[src/rtl/core/sqrot_queue.sv]
// Short first-in first-out queue between the front end and the frame store.
module sqrot_queue #(
  parameter int unsigned Width = 8,
  parameter int unsigned Depth = 2
) (
  input  logic             clk_i,
  input  logic             rst_ni,
  input  logic             push_valid_i,
  output logic             push_ready_o,
  input  logic [Width-1:0] push_data_i,
  output logic             pop_valid_o,
  input  logic             pop_ready_i,
  output logic [Width-1:0] pop_data_o
);
  localparam int unsigned PW = (Depth > 1) ? $clog2(Depth) : 1;
  localparam int unsigned CW = $clog2(Depth + 1);

  logic [Width-1:0] slot_q [Depth];
  logic [PW-1:0]    wr_ptr_q, wr_ptr_d, rd_ptr_q, rd_ptr_d;
  logic [CW-1:0]    count_q, count_d;
  logic             push_w, pop_w;

  assign push_ready_o = (count_q != CW'(Depth));
  assign pop_valid_o  = (count_q != '0);
  assign pop_data_o   = slot_q[rd_ptr_q];
  assign push_w       = push_valid_i && push_ready_o;
  assign pop_w        = pop_valid_o && pop_ready_i;

  always_comb begin
    wr_ptr_d = wr_ptr_q;
    rd_ptr_d = rd_ptr_q;
    count_d  = count_q;
    if (push_w) begin
      wr_ptr_d = (wr_ptr_q == PW'(Depth - 1)) ? '0 : wr_ptr_q + 1'b1;
    end
    if (pop_w) begin
      rd_ptr_d = (rd_ptr_q == PW'(Depth - 1)) ? '0 : rd_ptr_q + 1'b1;
    end
    if (push_w && !pop_w) begin
      count_d = count_q + 1'b1;
    end else if (pop_w && !push_w) begin
      count_d = count_q - 1'b1;
    end
  end

  always_ff @(posedge clk_i) begin
    if (push_w) begin
      slot_q[wr_ptr_q] <= push_data_i;
    end
  end

  always_ff @(posedge clk_i or negedge rst_ni) begin
    if (!rst_ni) begin
      wr_ptr_q <= '0;
      rd_ptr_q <= '0;
      count_q  <= '0;
    end else begin
      wr_ptr_q <= wr_ptr_d;
      rd_ptr_q <= rd_ptr_d;
      count_q  <= count_d;
    end
  end

  // A pop without a push frees exactly one slot.
  a_pop_frees: assert property (@(posedge clk_i) disable iff (!rst_ni)
    pop_w && !push_w |=> count_q == $past(count_q) - 1'b1)
    else $error("queue fill count wrong after a pop");

endmodule

[config.mk]
export PLATFORM = sky130hd
export DESIGN_NAME = sqrot_queue
export DESIGN_NICKNAME = d
export VERILOG_FILES = /design/src/rtl/core/sqrot_queue.sv
export SDC_FILE = /design/constraint.sdc
export NUM_CORES = 1
export LEC_CHECK = 0
export ABC_AREA = 1
export CORE_AREA = 2 2 49 51
export CTS_CLUSTER_DIAMETER = 40
export DETAILED_ROUTE_END_ITERATION = 10
export DIE_AREA = 0 0 51 53
export DONT_BUFFER_PORTS = 1
export MAX_ROUTING_LAYER = met4
export PLACE_DENSITY = 0.56
export SETUP_SLACK_MARGIN = 0.1
export SYNTH_ARGS = -nofsm -noshare
export SYNTH_HDL_FRONTEND = slang
export SYNTH_SLANG_ARGS = --single-unit
[constraint.sdc]
create_clock -name clk_i -period 1.76 [get_ports clk_i]
set_input_delay 0.528 -clock clk_i [delete_from_list [all_inputs] [get_ports clk_i]]
set_output_delay 0.528 -clock clk_i [all_outputs]
set_load 0.03 [all_outputs]
* After elaboration in Yosys (flattened, before gate mapping)
Memories as Yosys holds them, arrays and structs flattened. Index checks and enable logic that the tools add are counted.
Cells by class: add/subtract/negate cells 4, multiply operators 0, div/mod/pow operators 0, order comparisons 0, equal/unequal tests 1, shift-type cells 0, mux-type cells 6, bitwise logic cells 0, reductions and logical operators 8
Operators by type and width (number):
- $logic_and A1 B1 Y1 | 4
- $mux W1 | 4
- $mux W2 | 2
- $reduce_bool A2 Y1 | 2
- $add A1 B1 Y1 const B | 2
- $add A2 B1 Y2 const B | 1
- $logic_not A1 Y1 | 2
- $ne A2 B2 Y1 const B | 1
- $sub A2 B1 Y2 const B | 1
Word-level totals: register bits after elaboration 4, bits in latches 0, bits in writable memories 16, bits in read-only memories 0, input port bits 12, output and inout port bits 10, memories 1
Memories:
- slot_q | depth 2, bits a word 8, read ports 1, clocked after Yosys merged registers in 0, write ports 1, RTL line 18 | logic [Width-1:0] slot_q [Depth];

* Longest topological paths before layout
depth in word-level cells 6, mapped depth 10, gate-level depth less buffers 10

* Least setup slack after synthesis
OpenSTA, ideal clock, no wires.
path type register -> register, start point register count_q[0], end point memory slot_q[0][0], enable pin, library setup time 0.370 ns, data arrival time 1.010 ns, path slack 0.380 ns, cell stages (with the launch flop) 5, buffers on the path 0, clock period less this slack 1.380 ns, path through dfrtp_1 > inv_2 > nand2_4 > nand2_4 > nor2_1
On the way: cells in the longest elaborated chain, start to end 4
RTL lines:
- start, declared | RTL line 20 | logic [CW-1:0] count_q, count_d;
- start signal, assigned | RTL line 60 | count_q <= count_d;
- $ne A2 B2 Y1 | RTL line 23 | assign push_ready_o = (count_q != CW'(Depth));
- named net push_ready_o | RTL line 9 | output logic push_ready_o,
- $logic_and A1 B1 Y1 | RTL line 26 | assign push_w = push_valid_i && push_ready_o;
- $mux W1 | RTL line 47 | if (push_w) begin
- $mux W1 (implied by the code) | RTL line 48 | slot_q[wr_ptr_q] <= push_data_i;
- end, declared | RTL line 18
The timed path passes the listed nets, and every way through them passes these cells.

* Worst setup path in the final report
start point register rd_ptr_q, end point output pop_data_o[0]
On the way: cells in the longest elaborated chain, start to end 1
RTL lines:
- start, declared | RTL line 19 | logic [PW-1:0] wr_ptr_q, wr_ptr_d, rd_ptr_q, rd_ptr_d;
- start signal, assigned | RTL line 59 | rd_ptr_q <= rd_ptr_d;
- $mem_v2 Z2 W8
- end, declared | RTL line 13 | output logic [Width-1:0] pop_data_o
Every way passes these cells.

==> reports/results.txt <==
Total grt overflow - 0
Num CTS Buffers - 3
Final TNS setup - 0 ps
Gpl congestion - 0.734
Filler Cells Inserted - 192
Max clock buf depth - 2
First-pass GRT wire length - 2060 um
Mapped cell area - 827 um^2
Lkg Pwr - 0.000435 uW
Clock Skews - 2.09 ps
Crit-path max FO - 9
Largest net degree at the start of global routing - 13
Top-level I/O count - 22
Cells after Synth - 70
Reg2Reg Depth - 8
Worst path bufs/invs - 1
Worst Hold Depth - 0
Post-route DRC - 0
Max Cap Viol - 0
Core Area - 2150 um^2
N_diodes - 0
DR iter-0 viols - 4
Rel. slew slack - 0.855
Worst setup SP type - flip-flop
Routed Antenna Nets - 0
Min-delay src - push_data_i[0]
Initial Util - 0.385
Worst VDD drop - 0.800 mV
Total clock sinks - 20
Synthesized Nets - 83
Post-route minimum period - 1610 ps
Sequential share of the synthesized area - 0.702
Cell breakdown of the critical path - clkinv_4, nand2_1, nand2_4
Drt pass-1 iters - 2
Sequential Area - 582 um^2
Vias/cell - 4.50
WHS Endpoint - slot_q[1][0]
Port buffer count - 0
Multi-input logic area - 287 um^2
Final net count - 93
Vias in the first global route - 470
Setup Viol. Count Final - 0
Routed Wire Length - 1300 um
Synth cell types - 14
CP Capture Type - output pin
Worst skew pair latency - 290 ps
Initial antenna violation count - 0
Full die area - 2700 um^2
Setup CP Type - flip-flop to output pin
RSZ-0062 raised after global routing - false
Syn avg cell area - 11.8 um^2
Worst Tran Pin Value - 217 ps
Proportion of layout cells with a drive suffix above 1 - 0.418
Min-delay worst type - input port to flip-flop
Die height - 53 um
Max stage delay cell, worst path - dfrtp_2
Max incr delay on CP - 470 ps
H-Tree Level Count - 1
CP Data Required Time - 1230 ps
Maximum operating frequency - 0.620 GHz
Top delay family on crit path - flip-flops
Hold Fails Final Rpt - 0
Routed vias - 481
Row cnt - 17
CTS Root Cell - clkbuf_4
Reg-to-reg startpoint - count_q[0]
Max-slew violations - 0
Wire per inst - 12.1 um
CP arrival - 1080 ps
Fin crit share - 0.916
Reg-to-Reg End - count_q[1]
R2R Setup Slk - 300 ps
Outcome - complete, no violations
Synthesis warning total - 0
Power Dens Cells - 1940 nW/um^2
CTS clock-pin slew for the worst setup and hold paths - 110 ps
Die X - 51 um
Dpl hpwl - 888 um
Area Growth Syn to Fin - 26.0%
Synthesized flop and latch total - 20
GRT Util Overall - 0.116
CTS tree - done
Final Core Density - 0.485
kinds of logic after synthesis:
logic type,after synthesis,synth area share
adder cells (fa/ha/maj),1,0.0151
flip-flops,20,0.702
AND/OR/NAND/NOR,39,0.207
buffers and inverters,8,0.0454
XOR/XNOR,2,0.0303
cells in the mapped netlist, drive strengths merged:
cell	n	area [um^2]
xnor2	1	8.76
dfrtp	4	100
inv	7	26.3
nor2	2	7.51
ha	1	12.5
nand2	34	148
buf	1	11.3
edfxtp	16	480
nand4	1	6.26
nand3	2	10.0
xor2	1	16.3
metal layers:
metal | GRT usage | up-vias | routed length, um
li1 | - | 247 | -
met4 | 0.0811 | 0 | 19
met2 | 0.186 | 13 | 726
met5 | - | - | 0
met1 | 0.110 | 219 | 469
met3 | 0.0565 | 2 | 83
power by group:
| part | switching (uW) | total [uW] | leakage [uW] | internal [uW] |
|---|---|---|---|---|
| combinational | 634 | 915 | 0.000212 | 281 |
| sequential | 80.3 | 742 | 0.000195 | 662 |
| clock | 135 | 365 | 0.0000279 | 230 |
placed cells by master (no fill, tap or decap), drive strengths merged:
| master | synthesis | layout |
|---|---|---|
| bufinv | 0 | 1 |
| dfrtp | 4 | 4 |
| buf | 1 | 5 |
| xnor2 | 1 | 1 |
| ha | 1 | 1 |
| nand3 | 2 | 2 |
| xor2 | 1 | 1 |
| nand2 | 34 | 34 |
| dlygate4sd3 | 0 | 1 |
| clkinv | 0 | 1 |
| nor2 | 2 | 2 |
| clkbuf | 0 | 3 |
| nand4 | 1 | 1 |
| inv | 7 | 6 |
| edfxtp | 16 | 16 |
worst reg2reg max path, cell delays in order (launching register included):
cell,delay (ps)
dfrtp_1,420
inv_2,80
nand2_2,190
nand2_2,80
ha_1,330
inv_1,80
nand3_1,80
nand2_1,60
nand2_1,50
sequential cells by signal, indices dropped and copies added (netlist names):
name,count
count_q,2
slot_q,16
wr_ptr_q,1
rd_ptr_q,1
through the flow:
stage,total power (uW),hold WS (ps),area [um^2],cells,worst slack [ps]
6_report,2020,319,1040,107,147
5_1_grt,2160,287,1040,107,69.5
4_1_cts,1930,304,985,106,104
3_5_place_dp,1450,232,866,99,242
3_3_place_gp,1430,233,866,99,267
2_1_floorplan,1360,232,827,70,380
worst max-delay path by stage:
stage	from	end	slack (ps)	cells after the start
after floorplan	count_q[0]	slot_q[0][0]	380	4
after global placement	rd_ptr_q	pop_data_o[0]	270	3
after detailed placement	rd_ptr_q	pop_data_o[0]	240	3
after CTS	rd_ptr_q	pop_data_o[5]	100	3
after global routing	rd_ptr_q	pop_data_o[0]	70	3
final	rd_ptr_q	pop_data_o[0]	150	3
timing repair:
item,in CTS,in global routing
hold buffers,1,0
setup endpoints to repair,8,8
buffers inserted,2,1
endpoints found under the hold margin,4,0
gates resized for setup,14,15
pin swaps,0,1
layout make-up:
type                            instances  share of cell area
Clock buffer                            3              0.0216
Sequential cell                        20               0.558
Timing Repair Buffer                    6              0.0528
Tap cell                               28              0.0336
Multi-Input combinational cell         42               0.275
Inverter                                7              0.0300
Clock inverter                          1              0.0288
No activity file was read; power rests on OpenSTA's default activity.
