==> config.mk <==
export PLATFORM = sky130hd
export DESIGN_NAME = sqrot_front
export DESIGN_NICKNAME = d
export VERILOG_FILES = /design/src/rtl/core/sqrot_pkg.sv /design/src/rtl/core/sqrot_front.sv
export SDC_FILE = /design/constraint.sdc
export NUM_CORES = 1
export LEC_CHECK = 0
export BUFFER_PORTS_ARGS = -buffer_cell sky130_fd_sc_hd__buf_2
export CAP_MARGIN = 40
export CORE_MARGIN = 5
export CORE_UTILIZATION = 55
export DETAILED_ROUTE_END_ITERATION = 8
export PLACE_DENSITY = 0.78
export SLEW_MARGIN = 20
export SYNTH_ARGS = -nofsm -noshare
export SYNTH_HDL_FRONTEND = slang
export SYNTH_SLANG_ARGS = --single-unit
==> constraint.sdc <==
create_clock -name clk_i -period 12.7 [get_ports clk_i]
set_input_delay 1.27 -clock clk_i [delete_from_list [all_inputs] [get_ports clk_i]]
set_output_delay 1.27 -clock clk_i [all_outputs]
set_load 0.05 [all_outputs]
==> src/rtl/core/sqrot_pkg.sv <==
// Shared types, register codes and default constants of the square image rotator.
package sqrot_pkg;

  // Fixed field widths of the pixel channels and the configuration port.
  localparam int unsigned SAMPLE_W   = 8;
  localparam int unsigned CFG_DATA_W = 7;

  // Defaults for the top-level parameters.
  localparam int unsigned MAX_SIDE_DEF    = 64;
  localparam int unsigned SAMPLE_BITS_DEF = 8;

  // Items that may sit between address generation and the frame store.
  localparam int unsigned QUEUE_DEPTH = 2;

  // Side length after reset.
  localparam logic [CFG_DATA_W-1:0] SIDE_RESET = 7'd64;

  // Configuration register indexes.
  typedef enum logic [0:0] {
    REG_IMAGE_SIDE    = 1'b0,
    REG_QUARTER_TURNS = 1'b1
  } cfg_reg_e;

  // Clockwise quarter turns applied to the output.
  typedef enum logic [1:0] {
    TURN_0   = 2'd0,
    TURN_90  = 2'd1,
    TURN_180 = 2'd2,
    TURN_270 = 2'd3
  } turns_e;

  typedef struct packed {
    logic [SAMPLE_W-1:0] red_in;
    logic [SAMPLE_W-1:0] green_in;
    logic [SAMPLE_W-1:0] blue_in;
  } pixel_in_t;

  typedef struct packed {
    logic [SAMPLE_W-1:0] red_out;
    logic [SAMPLE_W-1:0] green_out;
    logic [SAMPLE_W-1:0] blue_out;
    logic                pixel_valid;
    logic                frame_last;
  } pixel_out_t;

  // Per-item status that travels with the addresses.
  typedef struct packed {
    logic pixel_valid;
    logic frame_last;
  } item_flags_t;

endpackage

==> src/rtl/core/sqrot_front.sv <==
// Front end: configuration registers, raster counters and rotated address generation.
module sqrot_front #(
  parameter int unsigned MAX_SIDE = 64
) (
  input  logic                                   clk_i,
  input  logic                                   rst_ni,
  input  logic                                   cfg_we_i,
  input  sqrot_pkg::cfg_reg_e                    cfg_index_i,
  input  logic [sqrot_pkg::CFG_DATA_W-1:0]       cfg_wdata_i,
  input  logic                                   in_valid_i,
  output logic                                   in_ready_o,
  output logic                                   push_valid_o,
  input  logic                                   push_ready_i,
  output logic [2*$clog2(MAX_SIDE):0]            push_raddr_o,
  output logic [2*$clog2(MAX_SIDE):0]            push_waddr_o,
  output sqrot_pkg::item_flags_t                 push_flags_o
);
  import sqrot_pkg::*;

  localparam int unsigned IW = $clog2(MAX_SIDE);

  logic [CFG_DATA_W-1:0] side_q, side_d;
  turns_e                turns_q, turns_d;
  logic [IW-1:0]         row_q, row_d, col_q, col_d;
  logic                  bank_q, bank_d;
  logic                  ready_q, ready_d;

  logic [IW-1:0] last_w, r_w, c_w, sr_w, sc_w;
  logic          end_row_w, end_frame_w, accept_w;

  assign in_ready_o   = push_ready_i;
  assign push_valid_o = in_valid_i;
  assign accept_w     = in_valid_i && push_ready_i;

  // Effective last index: a zero side counts as one, a large side saturates.
  always_comb begin
    if (side_q == '0) begin
      last_w = '0;
    end else if (32'(side_q) > MAX_SIDE) begin
      last_w = IW'(MAX_SIDE - 1);
    end else begin
      last_w = IW'(side_q - 7'd1);
    end
  end

  assign r_w = (row_q > last_w) ? last_w : row_q;
  assign c_w = (col_q > last_w) ? last_w : col_q;

  always_comb begin
    unique case (turns_q)
      TURN_90: begin
        sr_w = last_w - c_w;
        sc_w = r_w;
      end
      TURN_180: begin
        sr_w = last_w - r_w;
        sc_w = last_w - c_w;
      end
      TURN_270: begin
        sr_w = c_w;
        sc_w = last_w - r_w;
      end
      TURN_0: begin
        sr_w = r_w;
        sc_w = c_w;
      end
    endcase
  end

  // Row and frame ends compare the raw counters, so a shrunken side ends early.
  assign end_row_w   = (col_q >= last_w);
  assign end_frame_w = end_row_w && (row_q >= last_w);

  assign push_raddr_o              = {~bank_q, sr_w, sc_w};
  assign push_waddr_o              = {bank_q, r_w, c_w};
  assign push_flags_o.pixel_valid  = ready_q;
  assign push_flags_o.frame_last   = end_frame_w;

  always_comb begin
    side_d  = side_q;
    turns_d = turns_q;
    if (cfg_we_i) begin
      unique case (cfg_index_i)
        REG_IMAGE_SIDE:    side_d  = cfg_wdata_i;
        REG_QUARTER_TURNS: turns_d = turns_e'(cfg_wdata_i[1:0]);
      endcase
    end
  end

  always_comb begin
    row_d   = row_q;
    col_d   = col_q;
    bank_d  = bank_q;
    ready_d = ready_q;
    if (accept_w) begin
      if (end_frame_w) begin
        row_d   = '0;
        col_d   = '0;
        bank_d  = ~bank_q;
        ready_d = 1'b1;
      end else if (end_row_w) begin
        col_d = '0;
        row_d = r_w + 1'b1;
      end else begin
        col_d = c_w + 1'b1;
        row_d = r_w;
      end
    end
  end

  always_ff @(posedge clk_i or negedge rst_ni) begin
    if (!rst_ni) begin
      side_q  <= SIDE_RESET;
      turns_q <= TURN_0;
      row_q   <= '0;
      col_q   <= '0;
      bank_q  <= 1'b0;
      ready_q <= 1'b0;
    end else begin
      side_q  <= side_d;
      turns_q <= turns_d;
      row_q   <= row_d;
      col_q   <= col_d;
      bank_q  <= bank_d;
      ready_q <= ready_d;
    end
  end

  // The last item of a frame restarts the raster and swaps the banks.
  a_frame_wrap: assert property (@(posedge clk_i) disable iff (!rst_ni)
    accept_w && end_frame_w |=> row_q == '0 && col_q == '0 && bank_q != $past(bank_q))
    else $error("raster did not wrap after the last item of a frame");

  // Output stays invalid until a whole frame has been written.
  a_valid_after_frame: assert property (@(posedge clk_i) disable iff (!rst_ni)
    !ready_q && !(accept_w && end_frame_w) |=> !ready_q)
    else $error("frame marked ready before a frame completed");

endmodule

Word-level counts from Yosys, hierarchy flattened:

Index checks and enable logic that the tools add are counted.

* memory bits (read-only): 0
* word-level logic and storage cells: 38
* bits of input ports: 13
* output and inout bits: 30
* bits in writable memories: 0
* memories: 0
* latch bits: 0
* bits in registers: 23

* equal/unequal tests: 3
* order comparisons: 5
* bitwise gates (word level): 2
* muxes and demuxes: 10
* multiply operators: 0
* divide/modulo/power cells: 0
* reductions and logical operators: 7
* shift-type cells: 0
* add/subtract/negate cells: 5

Operators by type and width (count)
* $mux W6: 8
* $pmux W6 S4: 2
* $add A6 B1 Y6 const B: 2
* $ge A6 B6 Y1: 2
* $gt A6 B6 Y1: 2
* $sub A6 B6 Y6: 2
* $gt A7 B7 Y1 const B: 1
* $logic_not A7 Y1: 1
* $reduce_and A2 Y1: 3
* $sub A6 B1 Y6 const B: 1
* $eq A2 B2 Y1 const B: 2
* $eq A2 B1 Y1 const B: 1
* $logic_and A1 B1 Y1: 2
* $logic_not A2 Y1: 1
* $not A1 Y1: 2

Depth between registers and ports, before layout:

* depth in word-level cells: 8
* depth in mapped cells: 22

Worst setup path before layout:

Ideal clock, no wire load.

* kind: reg2out
* start: register side_q[0]
* end: output port push_raddr_o[5]
* path slack: 5349 ps
* data arrival time: 6081 ps
* stages on the path, launching flop included: 21
* buffers on the path: 2
* required time: 11430 ps
* path through: dfrtp_1 > inv_1 > ha_1 > or4b_4 > buf_6 > o31ai_1 > a221oi_1 > inv_1 > ha_1 > nand4_1 > a21oi_1 > o22a_1 > buf_1 > mux2i_1 > inv_1 > ha_1 > nor2_1 > a21oi_1 > and3_1 > or4_1 > o22ai_1

* longest elaborated chain between the ends: 7
* elaborated cells between the ends (all ways): 12

Ends and longest elaborated chain
* start, declared: line sqrot_front.sv:22 `logic [CFG_DATA_W-1:0] side_q, side_d;`
* start signal, assigned: line sqrot_front.sv:120 `side_q <= side_d;`
* $sub A6 B1 Y6 or $gt A7 B7 Y1 (tied branches): line sqrot_front.sv:42, sqrot_front.sv:39
* $mux W6: line sqrot_front.sv:39 `end else if (32'(side_q) > MAX_SIDE) begin`
* $mux W6 (*): line sqrot_front.sv:37 `if (side_q == '0) begin`
* $gt A6 B6 Y1: line sqrot_front.sv:47 `assign c_w = (col_q > last_w) ? last_w : col_q;`
* $mux W6 (*): line sqrot_front.sv:47
* named net push_waddr_o[4]: line sqrot_front.sv:15 `output logic [2*$clog2(MAX_SIDE):0] push_waddr_o,`
* $sub A6 B6 Y6 (*): line sqrot_front.sv:57 `sc_w = last_w - c_w;`
* $pmux W6 S4 (*): line sqrot_front.sv:50 `unique case (turns_q)`
* end, declared: line sqrot_front.sv:14 `output logic [2*$clog2(MAX_SIDE):0] push_raddr_o,`

The timed path passes the listed nets; every way through them passes the cells marked *.

Worst setup path after layout:

* start: register side_q[0]
* end: output port push_raddr_o[5]

* longest elaborated chain between the ends: 7
* elaborated cells between the ends (all ways): 12

Ends and longest elaborated chain (line)
* $sub A6 B1 Y6 or $gt A7 B7 Y1 (tied branches): sqrot_front.sv:42, sqrot_front.sv:39
* $mux W6: sqrot_front.sv:39
* $mux W6 (*): sqrot_front.sv:37
* $gt A6 B6 Y1 (on tied branches): sqrot_front.sv:46, sqrot_front.sv:47
* $mux W6 (on tied branches): sqrot_front.sv:46, sqrot_front.sv:47
* $sub A6 B6 Y6 (on tied branches): sqrot_front.sv:61, sqrot_front.sv:57
* $pmux W6 S4 (*): sqrot_front.sv:50

Mark *: on every way between the ends. The rest lies on a longest branch, timed or not.

==> impl_metrics.tcl <==
set metrics [dict create \
    ff_latch_area_um2 577 \
    grt_use_total_pct 22.4 \
    ys_ff_latch 23 \
    grt_max_degree 24 \
    maxCapViolCount 0 \
    holdBufCountCts 0 \
    crit_fanout 14 \
    grt_pass1_wl_mm 11.8 \
    synth_edf_count 0 \
    multi_input_area_mm2 0.00198 \
    drt-initial-drc-count 227 \
    clk_pin_slew_ns 0.09 \
    async_flop_share_pct 100 \
    end_kind "primary output" \
    synthFlopType "dfrtp_1" \
    io_pins 43 \
    synth-simple-area-share_pct 19.3 \
    wire_per_inst_um 15.5 \
    yosysTopAreaCellShare_pct 19.6 \
    synth_area_per_cell_um2 8.07 \
    grt_overflow 0 \
    post_cts_buffers 0 \
    cts_made_buffers 3 \
    cts-root-buf "clkbuf_8" \
    final_nets 415 \
    drt-total-wl_mm 6.88 \
    antenna_cells 0 \
    max_freq_mhz 133 \
    die_height_um 81.5 \
    finalSetupTns_ns 0 \
    hold_violations 0 \
    cts_tree "done" \
    die_w_um 81.5 \
    maxSlewHeadroom_pct 41.1 \
    setup_viol 0 \
    synth.most_common_cell "inv_1" \
    ys_warn_count 0 \
    rsz0062_at_grt "false" \
    synthAdderAreaFrac_pct 13.0 \
    synth_top_family_by_area "compound AO/OA/AOI/OAI gates" \
    synth-seq-area-share_pct 20.5 \
    post_cts_resized 0 \
    skew_ns 0.00282 \
    status "complete, no violations" \
    portBuffers 42 \
    fp-row-count 26 \
    cts_max_level 1 \
    core_region_area_mm2 0.00504 \
    areaGrowthSynthToFinish_pct 8.38 \
    worstHoldPathType "register to register" \
    synth_compound_area_share_pct 22.4 \
    vias_per_cell 5.96 \
    syn-num-nets 389 \
    synth_mux_area_share_pct 13.6 \
    initial_utilization_pct 55.7 \
    slew_viol_final 0 \
    dp.final_hpwl_mm 5.51 \
    drive_above_1_share_pct 19.3 \
    critPathLaunchType "register" \
    drcViolationCount 0 \
    cp.required_ns 11.43 \
    synthTopCellsByCount "inv_1, nand2_1, a21oi_1, ha_1" \
    synthXorXnorAreaFrac_pct 2.18 \
    crit_type "register to primary output" \
    yosys-top-cells-area "dfrtp_1, ha_1, mux2i_1" \
    synth_area_mm2 0.00281 \
    vias 2642 \
    fin_crit_sh_pct 59.0 \
    dr.pass1.iters 4 \
    cp.arrival_ns 6.23 \
    fillers 482 \
    yosysTopAreaCell "dfrtp_1" \
    ys_types 59 \
    ant_nets 0 \
    gp_congestion 0.897 \
    min_period_ns 7.50 \
    die_area_mm2 0.00663 \
    holdWs_ns 0.465 \
    max_slew.worst_pin.slew_ns 0.883 \
    antenna_found_initial 0 \
    cts_max_path_buffers 2 \
    netlist_instances 348 \
    grt_pass1_vias 2502 \
    insertion_delay_ns 0.27 \
    cts.sinks 23 \
]
flip-flops by register name, indices dropped and copies added, names as in the netlist:
register / cells
side_q: 7
bank_q: 1
ready_q: 1
col_q: 6
turns_q: 2
row_q: 6
per-stage QoR:
stage	cell area [um2]	setup slack, ns	cells	utilization (%)
6_report	3040	5.20	443	60.3
4_1_cts	3040	5.27	443	60.3
3_5_place_dp	2990	5.58	439	59.4
3_3_place_gp	2990	5.76	439	59.4
2_1_floorplan	2810	5.35	348	-
5_1_grt	3040	4.67	443	60.3
layer usage:
| layer | GRT usage, % | up-vias | routed length (um) |
|---|---|---|---|
| met1 | 29.4 | 1246 | 3120 |
| met4 | 7.60 | 0 | 161 |
| met3 | 3.29 | 12 | 328 |
| li1 | - | 1312 | - |
| met2 | 37.5 | 72 | 3270 |
| met5 | 0 | - | 0 |
cells in the final DEF (no fill, tap or decap), types with 7 or more instances in the layout:
cell type,netlist,routed
buf_2,2,42
inv_1,35,35
nand2_1,30,30
a21oi_1,26,26
ha_1,26,26
mux2i_1,22,22
dfrtp_1,22,22
o21ai_0,18,18
nor2_1,17,17
mux2_2,13,13
nand3_1,9,9
o22ai_1,7,7
cells by family (layout without fill, tap and decap cells):
family / Yosys count / after routing
fa+ha+maj: 28 / 28
flops: 23 / 23
compound gates: 94 / 94
mux: 36 / 36
simple gates: 103 / 103
buf+inv: 57 / 82
xor+xnor: 7 / 7
critical path, stage by stage (launching register included):
cell and delay, ns:
dfrtp_1 0.46, inv_1 0.12, ha_1 0.22, or4b_4 0.28, o31ai_1 0.10, a221oi_1 0.78
inv_1 0.16, ha_1 0.35, a21oi_1 0.07, o21ai_0 0.30, o22a_1 0.56, mux2_2 0.46
inv_1 0.07, ha_1 0.22, nor2b_1 0.14, o31ai_1 0.30, a21oi_1 0.24, and3_1 0.24
or4_1 0.46, o22ai_1 0.15, buf_2 0.28
final timing paths:
| path | from | endpoint | slack (ns) | cells past startpoint |
|---|---|---|---|---|
| min reg2reg | ready_q$_DFFE_PN0P_ | ready_q$_DFFE_PN0P_ | 0.47 | 1 |
| min in group asynchronous | rst_ni | side_q[2]$_DFFE_PN0P_ | 0.97 | 1 |
| max | side_q[0]$_DFFE_PN0P_ | push_raddr_o[5] | 5.20 | 20 |
| max in group asynchronous | rst_ni | side_q[6]$_DFFE_PN1P_ | 11.37 | 1 |
| max reg2reg | side_q[0]$_DFFE_PN0P_ | row_q[2]$_DFFE_PN0P_ | 7.72 | 16 |
| min | ready_q$_DFFE_PN0P_ | ready_q$_DFFE_PN0P_ | 0.47 | 1 |
cell type report:
cell class              instances  share of cell area, %
well taps                      70                   2.88
flip-flops and latches         23                   19.0
inverters                      35                   4.32
multi-input cells             268                   65.1
clock inverters                 1                  0.247
clock buffers                   3                   1.36
repair buffers                 43                   7.15
Power is left out: the tool's default activity adds up to more than one toggle a clock period on the data nets, which glitch-free logic cannot reach.
